`src/sv/ddws_pkg.sv`:
```
// ----------------------------------------------------------------------------
// ddws_pkg - shared types and arithmetic for the wheel speed PI unit
// Fixed-point formats, sequencer states, register indexes and saturation
// helpers used by the controller and its shared multiplier.
// ----------------------------------------------------------------------------
package ddws_pkg;

    localparam int FRAC_BITS  = 12;
    localparam int COUNT_BITS = 13;
    localparam int MEAS_SHIFT = 20 - FRAC_BITS;

    localparam int SPEED_W = 16;
    localparam int ERR_W   = SPEED_W + 1;
    localparam int OPA_W   = ERR_W + 1;
    localparam int OPB_W   = 16;
    localparam int PROD_W  = OPA_W + OPB_W;
    localparam int LIMIT_W = 15;
    localparam int LIM_W   = LIMIT_W + FRAC_BITS;
    localparam int ACC_W   = LIM_W + 1;
    localparam int SUM_W   = PROD_W + 2;

    localparam int CFG_IDX_W  = 4;
    localparam int CFG_DATA_W = 16;

    localparam logic [CFG_IDX_W-1:0] REG_PROP_GAIN       = CFG_IDX_W'(0);
    localparam logic [CFG_IDX_W-1:0] REG_INTEG_GAIN      = CFG_IDX_W'(1);
    localparam logic [CFG_IDX_W-1:0] REG_SPEED_PER_COUNT = CFG_IDX_W'(2);
    localparam logic [CFG_IDX_W-1:0] REG_HALF_TRACK      = CFG_IDX_W'(3);
    localparam logic [CFG_IDX_W-1:0] REG_TURN_LEFT       = CFG_IDX_W'(4);
    localparam logic [CFG_IDX_W-1:0] REG_TURN_RIGHT      = CFG_IDX_W'(5);
    localparam logic [CFG_IDX_W-1:0] REG_STEP_LIMIT      = CFG_IDX_W'(6);
    localparam logic [CFG_IDX_W-1:0] REG_DRIVE_LIMIT     = CFG_IDX_W'(7);

    localparam logic [1:0] MODE_KIN  = 2'd1;
    localparam logic [1:0] MODE_TURN = 2'd2;

    typedef enum logic [3:0] {
        ST_IDLE,
        ST_MEAS_L,
        ST_MEAS_R,
        ST_TURN,
        ST_TARGET,
        ST_L_ISTEP,
        ST_L_PTERM,
        ST_L_ACC,
        ST_R_PTERM,
        ST_R_ACC,
        ST_OUT
    } state_t;

    // operands for the shared multiplier: signed a times unsigned b
    typedef struct packed {
        logic signed [OPA_W-1:0] a;
        logic        [OPB_W-1:0] b;
    } mul_req_t;

    function automatic logic signed [SPEED_W-1:0] sat16(input logic signed [PROD_W-1:0] v);
        logic signed [PROD_W-1:0] hi;
        logic signed [PROD_W-1:0] lo;
        hi = PROD_W'(32767);
        lo = -PROD_W'(32768);
        if (v > hi)
            return 16'sh7fff;
        else if (v < lo)
            return 16'sh8000;
        else
            return v[SPEED_W-1:0];
    endfunction

    function automatic logic signed [ACC_W-1:0] clamp_lim(input logic signed [SUM_W-1:0] v,
                                                          input logic [LIM_W-1:0] lim);
        logic signed [SUM_W-1:0] hi;
        logic signed [SUM_W-1:0] lo;
        hi = $signed({{(SUM_W-LIM_W){1'b0}}, lim});
        lo = -hi;
        if (v > hi)
            return hi[ACC_W-1:0];
        else if (v < lo)
            return lo[ACC_W-1:0];
        else
            return v[ACC_W-1:0];
    endfunction

    // accumulator to drive, truncating toward zero
    function automatic logic signed [SPEED_W-1:0] drive_of(input logic signed [ACC_W-1:0] acc);
        logic signed [ACC_W:0] t;
        t = (acc < 0) ? ((ACC_W+1)'(acc) + (ACC_W+1)'((1 << FRAC_BITS) - 1))
                      : (ACC_W+1)'(acc);
        t = t >>> FRAC_BITS;
        return t[SPEED_W-1:0];
    endfunction

endpackage

```
`src/sv/ddws_mul.sv`:
```
// ----------------------------------------------------------------------------
// ddws_mul - shared signed by unsigned multiplier
// One product per cycle, registered; result valid the cycle after issue.
// ----------------------------------------------------------------------------
module ddws_mul (
    input  logic                                   clk,
    input  ddws_pkg::mul_req_t                     req,
    output logic signed [ddws_pkg::PROD_W-1:0]     prod
);

    logic signed [ddws_pkg::PROD_W:0]   full;
    logic signed [ddws_pkg::PROD_W-1:0] prod_reg;
    logic signed [ddws_pkg::PROD_W-1:0] prod_next;

    assign full = (ddws_pkg::PROD_W+1)'(req.a)
                * $signed({{(ddws_pkg::PROD_W+1-ddws_pkg::OPB_W){1'b0}}, req.b});
    assign prod_next = full[ddws_pkg::PROD_W-1:0];

    always_ff @(posedge clk)
    begin
        prod_reg <= prod_next;
    end

    assign prod = prod_reg;

endmodule

```
`src/sv/diff_drive_wheel_speed_pi_unit.sv`:
```
// ----------------------------------------------------------------------------
// diff_drive_wheel_speed_pi_unit - two-wheel incremental PI speed controller
// Modes 1 and 2 measure, set targets and run both PI updates; a stop word goes
// straight to output. A new word is taken only in idle. One shared multiplier is
// reused for both speed measurements, the turn term and the four PI products.
// Reset: rst_n async low; registers to defaults, errors and accumulators zero.
// ----------------------------------------------------------------------------
module diff_drive_wheel_speed_pi_unit (
    input  logic        clk,
    input  logic        rst_n,
    // input word
    input  logic        s_tvalid,
    output logic        s_tready,
    input  logic [63:0] s_tdata,   // left_count[12:0], right_count[25:13],
                                   // forward_speed[41:26], turn_rate[57:42], zero
    input  logic [1:0]  s_tuser,   // mode[1:0]
    // output word
    output logic        m_tvalid,
    input  logic        m_tready,
    output logic [31:0] m_tdata,   // left_drive[15:0], right_drive[31:16]
    // configuration writes
    input  logic        cfg_valid,
    output logic        cfg_ready,
    input  logic [3:0]  cfg_index,
    input  logic [15:0] cfg_data
);

    localparam int SW = ddws_pkg::SPEED_W;
    localparam int EW = ddws_pkg::ERR_W;
    localparam int AW = ddws_pkg::OPA_W;
    localparam int PW = ddws_pkg::PROD_W;
    localparam int CW = ddws_pkg::COUNT_BITS;
    localparam int LW = ddws_pkg::LIMIT_W;
    localparam int FB = ddws_pkg::FRAC_BITS;
    localparam int XW = ddws_pkg::ACC_W;
    localparam int UW = ddws_pkg::SUM_W;

    // ------------------------------------------------------------------
    // configuration registers
    // ------------------------------------------------------------------
    logic [15:0]          prop_gain_reg;
    logic [15:0]          integ_gain_reg;
    logic [15:0]          spc_reg;
    logic [LW-1:0]        half_track_reg;
    logic signed [SW-1:0] turn_left_reg;
    logic signed [SW-1:0] turn_right_reg;
    logic [LW-1:0]        step_limit_reg;
    logic [LW-1:0]        drive_limit_reg;

    assign cfg_ready = 1'b1;

    always_ff @(posedge clk or negedge rst_n)
    begin
        if (!rst_n)
        begin
            prop_gain_reg   <= 16'd400;
            integ_gain_reg  <= 16'd300;
            spc_reg         <= 16'd54903;
            half_track_reg  <= LW'(328);
            turn_left_reg   <= 16'sd205;
            turn_right_reg  <= 16'sd1024;
            step_limit_reg  <= LW'(1000);
            drive_limit_reg <= LW'(6000);
        end
        else if (cfg_valid && cfg_ready)
        begin
            unique case (cfg_index)
                ddws_pkg::REG_PROP_GAIN:       prop_gain_reg   <= cfg_data;
                ddws_pkg::REG_INTEG_GAIN:      integ_gain_reg  <= cfg_data;
                ddws_pkg::REG_SPEED_PER_COUNT: spc_reg         <= cfg_data;
                ddws_pkg::REG_HALF_TRACK:      half_track_reg  <= cfg_data[LW-1:0];
                ddws_pkg::REG_TURN_LEFT:       turn_left_reg   <= $signed(cfg_data);
                ddws_pkg::REG_TURN_RIGHT:      turn_right_reg  <= $signed(cfg_data);
                ddws_pkg::REG_STEP_LIMIT:      step_limit_reg  <= cfg_data[LW-1:0];
                ddws_pkg::REG_DRIVE_LIMIT:     drive_limit_reg <= cfg_data[LW-1:0];
                default: ;  // indexes past the register list are dropped
            endcase
        end
    end

    // ------------------------------------------------------------------
    // sequencer and datapath registers
    // ------------------------------------------------------------------
    ddws_pkg::state_t state_reg, state_next;

    logic                 stop_reg, stop_next;
    logic                 kin_reg, kin_next;
    logic signed [CW-1:0] lc_reg, rc_reg;
    logic signed [SW-1:0] vx_reg, vz_reg;

    logic signed [SW-1:0] lm_reg, lm_next, rm_reg, rm_next;
    logic signed [SW-1:0] lt_reg, lt_next, rt_reg, rt_next;
    logic signed [XW-1:0] istep_reg, istep_next;

    logic signed [EW-1:0] l_prev_reg, l_prev_next, r_prev_reg, r_prev_next;
    logic signed [XW-1:0] l_acc_reg, l_acc_next, r_acc_reg, r_acc_next;

    logic                 out_valid_reg, out_valid_next;
    logic [31:0]          out_data_reg, out_data_next;

    ddws_pkg::mul_req_t   mul_req;
    logic signed [PW-1:0] prod;

    ddws_mul u_mul (
        .clk  (clk),
        .req  (mul_req),
        .prod (prod)
    );

    // operands derived from the captured word
    logic signed [AW-1:0] lc_ext, rc_ext, vz_ext, vz_eff;
    logic signed [EW-1:0] err_l, err_r;
    logic signed [PW-1:0] turn_t;
    logic signed [PW-1:0] vx_wide;
    logic [ddws_pkg::LIM_W-1:0] step_lim, drive_lim;
    logic                 in_stop;

    assign lc_ext   = AW'(lc_reg);
    assign rc_ext   = AW'(rc_reg);
    assign vz_ext   = AW'(vz_reg);
    assign vz_eff   = vx_reg[SW-1] ? -vz_ext : vz_ext;   // reversing flips the turn
    assign err_l    = EW'(lt_reg) - EW'(lm_reg);
    assign err_r    = EW'(rt_reg) - EW'(rm_reg);
    assign turn_t   = prod >>> FB;
    assign vx_wide  = PW'(vx_reg);
    assign step_lim  = {step_limit_reg, {FB{1'b0}}};
    assign drive_lim = {drive_limit_reg, {FB{1'b0}}};
    assign in_stop  = (s_tuser != ddws_pkg::MODE_KIN) && (s_tuser != ddws_pkg::MODE_TURN);

    assign s_tready = (state_reg == ddws_pkg::ST_IDLE);
    assign m_tvalid = out_valid_reg;
    assign m_tdata  = out_data_reg;

    always_comb
    begin
        state_next     = state_reg;
        stop_next      = stop_reg;
        kin_next       = kin_reg;
        lm_next        = lm_reg;
        rm_next        = rm_reg;
        lt_next        = lt_reg;
        rt_next        = rt_reg;
        istep_next     = istep_reg;
        l_prev_next    = l_prev_reg;
        r_prev_next    = r_prev_reg;
        l_acc_next     = l_acc_reg;
        r_acc_next     = r_acc_reg;
        out_valid_next = out_valid_reg;
        out_data_next  = out_data_reg;
        mul_req.a      = '0;
        mul_req.b      = '0;

        if (out_valid_reg && m_tready)
            out_valid_next = 1'b0;

        unique case (state_reg)
            ddws_pkg::ST_IDLE:
            begin
                if (s_tvalid)
                begin
                    stop_next  = in_stop;
                    kin_next   = (s_tuser == ddws_pkg::MODE_KIN);
                    state_next = in_stop ? ddws_pkg::ST_OUT : ddws_pkg::ST_MEAS_L;
                end
            end
            ddws_pkg::ST_MEAS_L:
            begin
                mul_req.a  = -lc_ext;       // left encoder counts the other way
                mul_req.b  = spc_reg;
                state_next = ddws_pkg::ST_MEAS_R;
            end
            ddws_pkg::ST_MEAS_R:
            begin
                lm_next    = ddws_pkg::sat16(prod >>> ddws_pkg::MEAS_SHIFT);
                mul_req.a  = rc_ext;
                mul_req.b  = spc_reg;
                state_next = ddws_pkg::ST_TURN;
            end
            ddws_pkg::ST_TURN:
            begin
                rm_next    = ddws_pkg::sat16(prod >>> ddws_pkg::MEAS_SHIFT);
                mul_req.a  = vz_eff;
                mul_req.b  = {1'b0, half_track_reg};
                state_next = ddws_pkg::ST_TARGET;
            end
            ddws_pkg::ST_TARGET:
            begin
                if (kin_reg)
                begin
                    lt_next = ddws_pkg::sat16(vx_wide - turn_t);
                    rt_next = ddws_pkg::sat16(vx_wide + turn_t);
                end
                else
                begin
                    lt_next = turn_left_reg;
                    rt_next = turn_right_reg;
                end
                state_next = ddws_pkg::ST_L_ISTEP;
            end
            ddws_pkg::ST_L_ISTEP:
            begin
                mul_req.a  = AW'(err_l);
                mul_req.b  = integ_gain_reg;
                state_next = ddws_pkg::ST_L_PTERM;
            end
            ddws_pkg::ST_L_PTERM:
            begin
                istep_next = ddws_pkg::clamp_lim(UW'(prod), step_lim);
                mul_req.a  = AW'(err_l) - AW'(l_prev_reg);
                mul_req.b  = prop_gain_reg;
                state_next = ddws_pkg::ST_L_ACC;
            end
            ddws_pkg::ST_L_ACC:
            begin
                l_acc_next  = ddws_pkg::clamp_lim(UW'(l_acc_reg) + UW'(prod) + UW'(istep_reg),
                                                  drive_lim);
                l_prev_next = err_l;
                // right integral product overlaps the left update
                mul_req.a   = AW'(err_r);
                mul_req.b   = integ_gain_reg;
                state_next  = ddws_pkg::ST_R_PTERM;
            end
            ddws_pkg::ST_R_PTERM:
            begin
                istep_next = ddws_pkg::clamp_lim(UW'(prod), step_lim);
                mul_req.a  = AW'(err_r) - AW'(r_prev_reg);
                mul_req.b  = prop_gain_reg;
                state_next = ddws_pkg::ST_R_ACC;
            end
            ddws_pkg::ST_R_ACC:
            begin
                r_acc_next  = ddws_pkg::clamp_lim(UW'(r_acc_reg) + UW'(prod) + UW'(istep_reg),
                                                  drive_lim);
                r_prev_next = err_r;
                state_next  = ddws_pkg::ST_OUT;
            end
            ddws_pkg::ST_OUT:
            begin
                // wait for the output register to be free
                if (!out_valid_reg || m_tready)
                begin
                    out_valid_next = 1'b1;
                    if (stop_reg)
                        out_data_next = '0;
                    else
                        out_data_next = {ddws_pkg::drive_of(r_acc_reg),
                                         ddws_pkg::drive_of(l_acc_reg)};
                    state_next = ddws_pkg::ST_IDLE;
                end
            end
            default:
                state_next = ddws_pkg::ST_IDLE;
        endcase
    end

    always_ff @(posedge clk or negedge rst_n)
    begin
        if (!rst_n)
        begin
            state_reg     <= ddws_pkg::ST_IDLE;
            stop_reg      <= 1'b0;
            kin_reg       <= 1'b0;
            out_valid_reg <= 1'b0;
            l_prev_reg    <= '0;
            r_prev_reg    <= '0;
            l_acc_reg     <= '0;
            r_acc_reg     <= '0;
        end
        else
        begin
            state_reg     <= state_next;
            stop_reg      <= stop_next;
            kin_reg       <= kin_next;
            out_valid_reg <= out_valid_next;
            l_prev_reg    <= l_prev_next;
            r_prev_reg    <= r_prev_next;
            l_acc_reg     <= l_acc_next;
            r_acc_reg     <= r_acc_next;
        end
    end

    // payload registers, no reset
    always_ff @(posedge clk)
    begin
        if (s_tvalid && s_tready)
        begin
            lc_reg <= $signed(s_tdata[CW-1:0]);
            rc_reg <= $signed(s_tdata[2*CW-1:CW]);
            vx_reg <= $signed(s_tdata[2*CW+SW-1:2*CW]);
            vz_reg <= $signed(s_tdata[2*CW+2*SW-1:2*CW+SW]);
        end
        lm_reg       <= lm_next;
        rm_reg       <= rm_next;
        lt_reg       <= lt_next;
        rt_reg       <= rt_next;
        istep_reg    <= istep_next;
        out_data_reg <= out_data_next;
    end

    // ------------------------------------------------------------------
    // assertions
    // ------------------------------------------------------------------
    // a stop word skips the whole PI sequence
    a_stop_skips : assert property (@(posedge clk) disable iff (!rst_n)
        (s_tvalid && s_tready && in_stop) |=> (state_reg == ddws_pkg::ST_OUT))
        else $error("stop word did not go straight to output");

    // left loop state moves only in its update step
    a_left_hold : assert property (@(posedge clk) disable iff (!rst_n)
        (state_reg != ddws_pkg::ST_L_ACC) |=> ($stable(l_prev_reg) && $stable(l_acc_reg)))
        else $error("left PI state changed outside its update step");

    // right loop state moves only in its update step
    a_right_hold : assert property (@(posedge clk) disable iff (!rst_n)
        (state_reg != ddws_pkg::ST_R_ACC) |=> ($stable(r_prev_reg) && $stable(r_acc_reg)))
        else $error("right PI state changed outside its update step");

    // a result is never overwritten before it is taken
    a_no_overwrite : assert property (@(posedge clk) disable iff (!rst_n)
        (m_tvalid && !m_tready) |=> $stable(m_tdata))
        else $error("pending output word was overwritten");

endmodule
```
`config.mk`:
```
export PLATFORM = sky130hd
export DESIGN_NAME = diff_drive_wheel_speed_pi_unit
export DESIGN_NICKNAME = d
export VERILOG_FILES = /design/src/sv/ddws_pkg.sv /design/src/sv/ddws_mul.sv /design/src/sv/diff_drive_wheel_speed_pi_unit.sv
export SDC_FILE = /design/constraint.sdc
export NUM_CORES = 2
export LEC_CHECK = 0
export BUFFER_PORTS_ARGS = -buffer_cell sky130_fd_sc_hd__buf_4
export CAP_MARGIN = 20
export CORE_ASPECT_RATIO = 0.9
export CORE_MARGIN = 3
export CORE_UTILIZATION = 47
export DETAILED_ROUTE_END_ITERATION = 8
export PLACE_DENSITY = 0.64
export RECOVER_POWER = 100
export SLEW_MARGIN = 20
export SYNTH_ARGS = -nofsm -noshare
export SYNTH_HDL_FRONTEND = slang
export SYNTH_SLANG_ARGS = --single-unit
```
`constraint.sdc`:
```
create_clock -name clk -period 9.03 [get_ports clk]
set_input_delay 1.806 -clock clk [delete_from_list [all_inputs] [get_ports clk]]
set_output_delay 1.806 -clock clk [all_outputs]
set_load 0.005 [all_outputs]
```
Word-level counts from Yosys, hierarchy flattened
Cells that the tools add are included.
- bits in registers: 438
- output and inout bits: 35
- input port bits: 91
- word-level logic and storage cells: 125
- add/subtract/negate cells: 16
- multipliers: 1
- muxes and demuxes: 25
- magnitude comparators: 14
- eq/ne operators: 22
- reductions and logical operators: 19
- operator list (operator ; count):
    34-bit one-hot mux with 7 select lines ; 1
    28-bit two-way mux ; 7
    16-bit two-way mux ; 8
    35-bit by 28-bit adder with 36-bit output ; 2
    36-bit by 28-bit > comparator with 1-bit output ; 2
    36-bit less-than comparator ; 2
    27-bit negation with 36-bit output ; 2
    28-bit by 34-bit adder with 35-bit output ; 2
    28-bit by 13-bit adder with 28-bit output, second input constant ; 2
    28-bit by 1-bit less-than comparator with 1-bit output, second input constant ; 2
    23-bit by 16-bit > comparator with 1-bit output, second input constant ; 2
    23-bit by 16-bit less-than comparator with 1-bit output, second input constant ; 2
    4-bit one-hot mux with 11 select lines ; 1
    34-bit by 36-bit less-than comparator with 1-bit output ; 1
    17-bit by 17-bit subtractor with 18-bit output ; 2
    34-bit by 28-bit > comparator with 1-bit output ; 1
    18-bit by 17-bit multiplier with 34-bit output ; 1
    16-bit by 16-bit subtractor with 17-bit output ; 2
    4-bit by 3-bit equality test with 1-bit output, second input constant ; 8
    27-bit two-way mux ; 1
    26-bit by 16-bit > comparator with 1-bit output, second input constant ; 1
    26-bit by 16-bit less-than comparator with 1-bit output, second input constant ; 1
    16-bit by 22-bit adder with 23-bit output ; 1
    16-bit by 22-bit subtractor with 23-bit output ; 1
    other kinds (17) ; 42

Longest topological paths before layout
- word-level depth: 5
- mapped depth: 45
- depth with buffers taken out: 44

Hierarchy
Synthesis repeated with hierarchy kept, for this count alone.
- cells, all modules: 4633
- area, all modules: 43266.5 µm²
- modules (own cells, without submodules) (module ; cells each ; area each (µm²) ; seq. area each (µm²) ; instances):
    diff_drive_wheel_speed_pi_unit ; 3365 ; 31730.4 ; 11070.6 ; 1
    ddws_mul ; 1268 ; 11536.1 ; 680.7 ; 1

Worst setup path before layout
OpenSTA, ideal clock, no wires.
- kind: reg-to-reg
- start point: reg lm_reg[1]
- end point: reg u_mul.prod_reg (netlist bit u_mul.prod[33])
- library setup time: 72 ps
- slack: -658 ps
- stages on the path, launching flop included: 44
- data arrival time: 9615 ps
- clock period less this slack: 9688 ps
- data required time: 8958 ps
- path buffers: 2
- cells stage by stage: edfxtp_1 inv_1 ha_1 nor2b_1 o21a_1 o21ai_0 a31oi_1 o31ai_1 o21ai_0 nor3_1 ha_1 clkbuf_1 a21oi_1 o21a_1 o21ai_0 a22oi_1 o211ai_1 a21oi_1 [8 not listed] inv_1 fa_1 fa_1 inv_1 fa_1 inv_1 ha_1 a21o_1 a21oi_1 o21ai_0 a21oi_1 o21ai_0 a41oi_1 a211o_1 a21oi_1 a211o_1 a21oi_1 xnor2_1
- longest elaborated chain between the ends: 4
- ends and longest elaborated chain (what ; RTL line ; text):
    start: declaration ; diff_drive_wheel_speed_pi_unit.sv:91 ; logic signed [SW-1:0] lm_reg, lm_next, rm_reg, rm_next;
    start signal: assignment ; diff_drive_wheel_speed_pi_unit.sv:292 ; lm_reg <= lm_next;
    16-bit by 16-bit subtractor with 17-bit output (*) ; diff_drive_wheel_speed_pi_unit.sv:122 ; assign err_l = EW'(lt_reg) - EW'(lm_reg);
    net err_l[13] ; diff_drive_wheel_speed_pi_unit.sv:112 ; logic signed [EW-1:0] err_l, err_r;
    17-bit by 17-bit subtractor with 18-bit output ; diff_drive_wheel_speed_pi_unit.sv:209 ; mul_req.a = AW'(err_l) - AW'(l_prev_reg);
    34-bit one-hot mux with 7 select lines (*) ; diff_drive_wheel_speed_pi_unit.sv:156 ; unique case (state_reg)
    18-bit by 17-bit multiplier with 34-bit output (*) ; ddws_mul.sv:16 ; * $signed({{(ddws_pkg::PROD_W+1-ddws_pkg::OPB_W){1'b0}}, req.b});
    net u_mul.full, one bit ; ddws_mul.sv:11 ; logic signed [ddws_pkg::PROD_W:0] full;
    end signal: assignment ; ddws_mul.sv:21 ; prod_reg <= prod_next;
    end: declaration ; ddws_mul.sv:12 ; logic signed [ddws_pkg::PROD_W-1:0] prod_reg;
Mark *: on every way through the listed nets, which the timed path passes. The rest lies on a longest branch.
A chain may end at the register's enable or synchronous reset.

Worst setup path in the final report
- start point: reg rm_reg[1]
- end point: reg u_mul.prod_reg (netlist bit u_mul.prod[33])
- longest elaborated chain between the ends: 4
- ends and longest elaborated chain (what ; RTL line ; text):
    start: declaration ; diff_drive_wheel_speed_pi_unit.sv:91 ;
    start signal: assignment ; diff_drive_wheel_speed_pi_unit.sv:293 ; rm_reg <= rm_next;
    16-bit by 16-bit subtractor with 17-bit output (*) ; diff_drive_wheel_speed_pi_unit.sv:123 ; assign err_r = EW'(rt_reg) - EW'(rm_reg);
    net err_r[11] ; diff_drive_wheel_speed_pi_unit.sv:112 ;
    17-bit by 17-bit subtractor with 18-bit output ; diff_drive_wheel_speed_pi_unit.sv:226 ; mul_req.a = AW'(err_r) - AW'(r_prev_reg);
    34-bit one-hot mux with 7 select lines (*) ; diff_drive_wheel_speed_pi_unit.sv:156 ;
    18-bit by 17-bit multiplier with 34-bit output (*) ; ddws_mul.sv:16 ;
    net u_mul.full, one bit ; ddws_mul.sv:11 ;
Marks and branches as above.

==> flow_metrics.env <==
export IMPL_outcome="finished, violations left"
export IMPL_violations="capacitance limit, slew limit, setup timing"
export IMPL_syn_nets=5509
export IMPL_wl_per_cell_um=21.0
export IMPL_antenna_found_initial=3
export IMPL_drc_errors=0
export IMPL_crit_family="adder cells"
export IMPL_post_route_cell_area_um2=51500
export IMPL_r2r_cells=44
export IMPL_crit_type="reg2reg"
export IMPL_cts_tree="done"
export IMPL_crit_buf_inv=8
export IMPL_end_kind="flop"
export IMPL_initial_utilization=0.475
export IMPL_drive_above_1_share=0.204
export IMPL_layout_nets=5938
export IMPL_clockBufferDepth=3
export IMPL_wirelength_mm=134
export IMPL_drv_slew=12
export IMPL_layout_commonest_cell="inv_1"
export IMPL_area_growth_pct=18.9
export IMPL_cpMostUsedCell="fa_1"
export IMPL_dieArea_um2=95900
export IMPL_hp_class="reg2reg"
export IMPL_place_congestion=0.955
export IMPL_final_cell_mix="inv_1, nand2_1, buf_4"
export IMPL_max_freq_mhz=107
export IMPL_synthFlopType="edfxtp_1"
export IMPL_synthMuxAreaShare=0.0372
export IMPL_io_pins=126
export IMPL_postPlaceCellArea_um2=48300
export IMPL_synth_compound_area_frac=0.154
export IMPL_crit_fanout=6
export IMPL_largest_reg_flops=34
export IMPL_cts_buffers=46
export IMPL_hold_path_depth=2
export IMPL_clkTransAtPathRegs_ns=0.06
export IMPL_grt_pass1_wl_mm=207
export IMPL_setup_ws_ns=-0.302
export IMPL_hpwl_mm=108
export IMPL_synth_fa_ha_area_frac=0.277
export IMPL_synth_edff_count=182
export IMPL_ys_ff_latch=438
export IMPL_rsz0062_at_grt="yes"
export IMPL_chipWidth_um=326
export IMPL_clock_root_buffer="clkbuf_16"
export IMPL_hold_violations=0
export IMPL_fin_crit_ns=9.33
export IMPL_synth_seq_area_share=0.271
export IMPL_synth_simple_area_share=0.142
export IMPL_fill_cells=8037
export IMPL_startpoint_type="flop"
export IMPL_max_stage_delay_ns=0.55
export IMPL_cp_depth=44
export IMPL_h_tree_depth=2
export IMPL_via_count=36300
export IMPL_synth_xor_area_frac=0.0521
export IMPL_skew_ns=0.0209
export IMPL_finalSetupViolCount=10
export IMPL_drtIter0Drc=3033
export IMPL_synth_top_family_by_area="adder cells"
export IMPL_arrival_ns=9.83
export IMPL_ys_types=93
export IMPL_cts_sinks=438
export IMPL_coreArea_um2=91300
export IMPL_first_pass_iters=7
export IMPL_postRouteAntennaNets=0
export IMPL_timing_max_cap_violations=1
export IMPL_track_usage=0.278
export IMPL_clk_latency_ns=0.61
export IMPL_vias_per_cell=5.69
export IMPL_critPathSlowestCell="fa_1"
export IMPL_max_slew_margin=-0.0129
export IMPL_overflow=0
export IMPL_grt_pass1_vias=35700
export IMPL_syn_area_um2=43400
export IMPL_synthArstFlopShare=0.507
export IMPL_yosysWarnings=0
export IMPL_rows=105
export IMPL_die_h_um=294
export IMPL_worstPathRequired_ns=9.52
export IMPL_syn_inst=4673
export IMPL_finalCritPeriodShare=1.03
export IMPL_syn_avg_cell_area_um2=9.28
export IMPL_worst_pin_slew_ns=1.52
export IMPL_grt_max_degree=101
export IMPL_hold_buffers=0
export IMPL_port_buffers=118
cell type report:
| cell class | instances | area (um2) | share of cell area |
|---|---|---|---|
| sequential | 438 | 11800 | 0.228 |
| tap | 1230 | 1540 | 0.0299 |
| clock buffer | 62 | 1300 | 0.0253 |
| timing repair buffer | 557 | 4410 | 0.0856 |
| inverter | 589 | 2210 | 0.0429 |
| multi-input combinational | 3470 | 30100 | 0.584 |
| clock inverter | 24 | 209 | 0.00405 |
| antenna | 4 | 10.0 | 0.000194 |
Yosys cell counts, drive strengths merged, types with 37 or more instances:
cell type	instances	share of area
nand2b	51	0.0074
a21o	98	0.017
or3	41	0.0059
ha	390	0.11
edfxtp	182	0.13
dfstp	40	0.024
mux2	113	0.029
xor2	88	0.018
nand2	486	0.042
nand4	37	0.0053
fa	355	0.16
o21ai	238	0.027
nor2	292	0.025
nor2b	45	0.0065
and2	77	0.011
nor3	73	0.0084
o21a	37	0.0064
inv	588	0.051
clkbuf	153	0.013
nand3	110	0.013
o31ai	42	0.0085
xnor2	170	0.034
a21oi	236	0.027
dfrtp	182	0.11
what timing repair did:
action | 4_1_cts | 5_1_grt
endpoints found under the setup margin | 17 | 17
buffers inserted | 40 | 18
gates resized for setup | 187 | 112
gates cloned | 0 | 0
pin swaps | 152 | 65
worst paths after layout:
path | start | end | slack, ns
worst min register to register | r_prev_reg[6]$_DFFE_PN0P_ | r_prev_reg[6]$_DFFE_PN0P_ | 0.48
max in group asynchronous | rst_n | stop_reg$_DFFE_PN0P_ | 6.30
min in group asynchronous | rst_n | r_acc_reg[23]$_DFFE_PN0P_ | 1.25
worst max register to register | rm_reg[1]$_DFFE_PP_ | u_mul.prod[33]$_DFF_P_ | -0.30
worst min-delay path | r_prev_reg[6]$_DFFE_PN0P_ | r_prev_reg[6]$_DFFE_PN0P_ | 0.48
worst max-delay path | rm_reg[1]$_DFFE_PP_ | u_mul.prod[33]$_DFF_P_ | -0.30
routing by layer:
layer  vias to the layer above  part of all wire  GRT usage
met4                         0             0.035     0.0878
li1                      17000                 -          -
met2                      1198              0.46      0.448
met3                       211             0.068     0.0358
met5                         -                 0          0
met1                     17900              0.44      0.390
metrics by stage:
stage / instances / utilization / setup slack, ns / hold WS [ns] / setup TNS (ns)
2_1_floorplan: 4673 / - / 0.00129 / 0.450 / 0
3_3_place_gp: 6232 / 0.529 / -0.751 / 0.462 / -5.82
3_5_place_dp: 6232 / 0.529 / -0.875 / 0.472 / -7.62
4_1_cts: 6355 / 0.558 / -0.208 / 0.486 / -0.482
5_1_grt: 6373 / 0.564 / -0.616 / 0.515 / -4.96
6_report: 6374 / 0.565 / -0.302 / 0.483 / -1.37
worst min-delay path, stage by stage, from the launching register on:
cell	delay (ns)
dfrtp_1	0.34
nand2_1	0.05
o21ai_0	0.06
logic make-up after synthesis:
| kind of cell | count (synthesis) |
|---|---|
| XOR/XNOR | 258 |
| buffers and inverters | 765 |
| adder cells (fa/ha/maj) | 746 |
| flip-flops | 438 |
| multiplexers | 147 |
| AND/OR/NAND/NOR | 1322 |
| AO/OA/AOI/OAI | 996 |
| other | 1 |
Power is left out: the tool's default activity adds up to more than one toggle a clock period on the data nets, which glitch-free logic cannot reach.
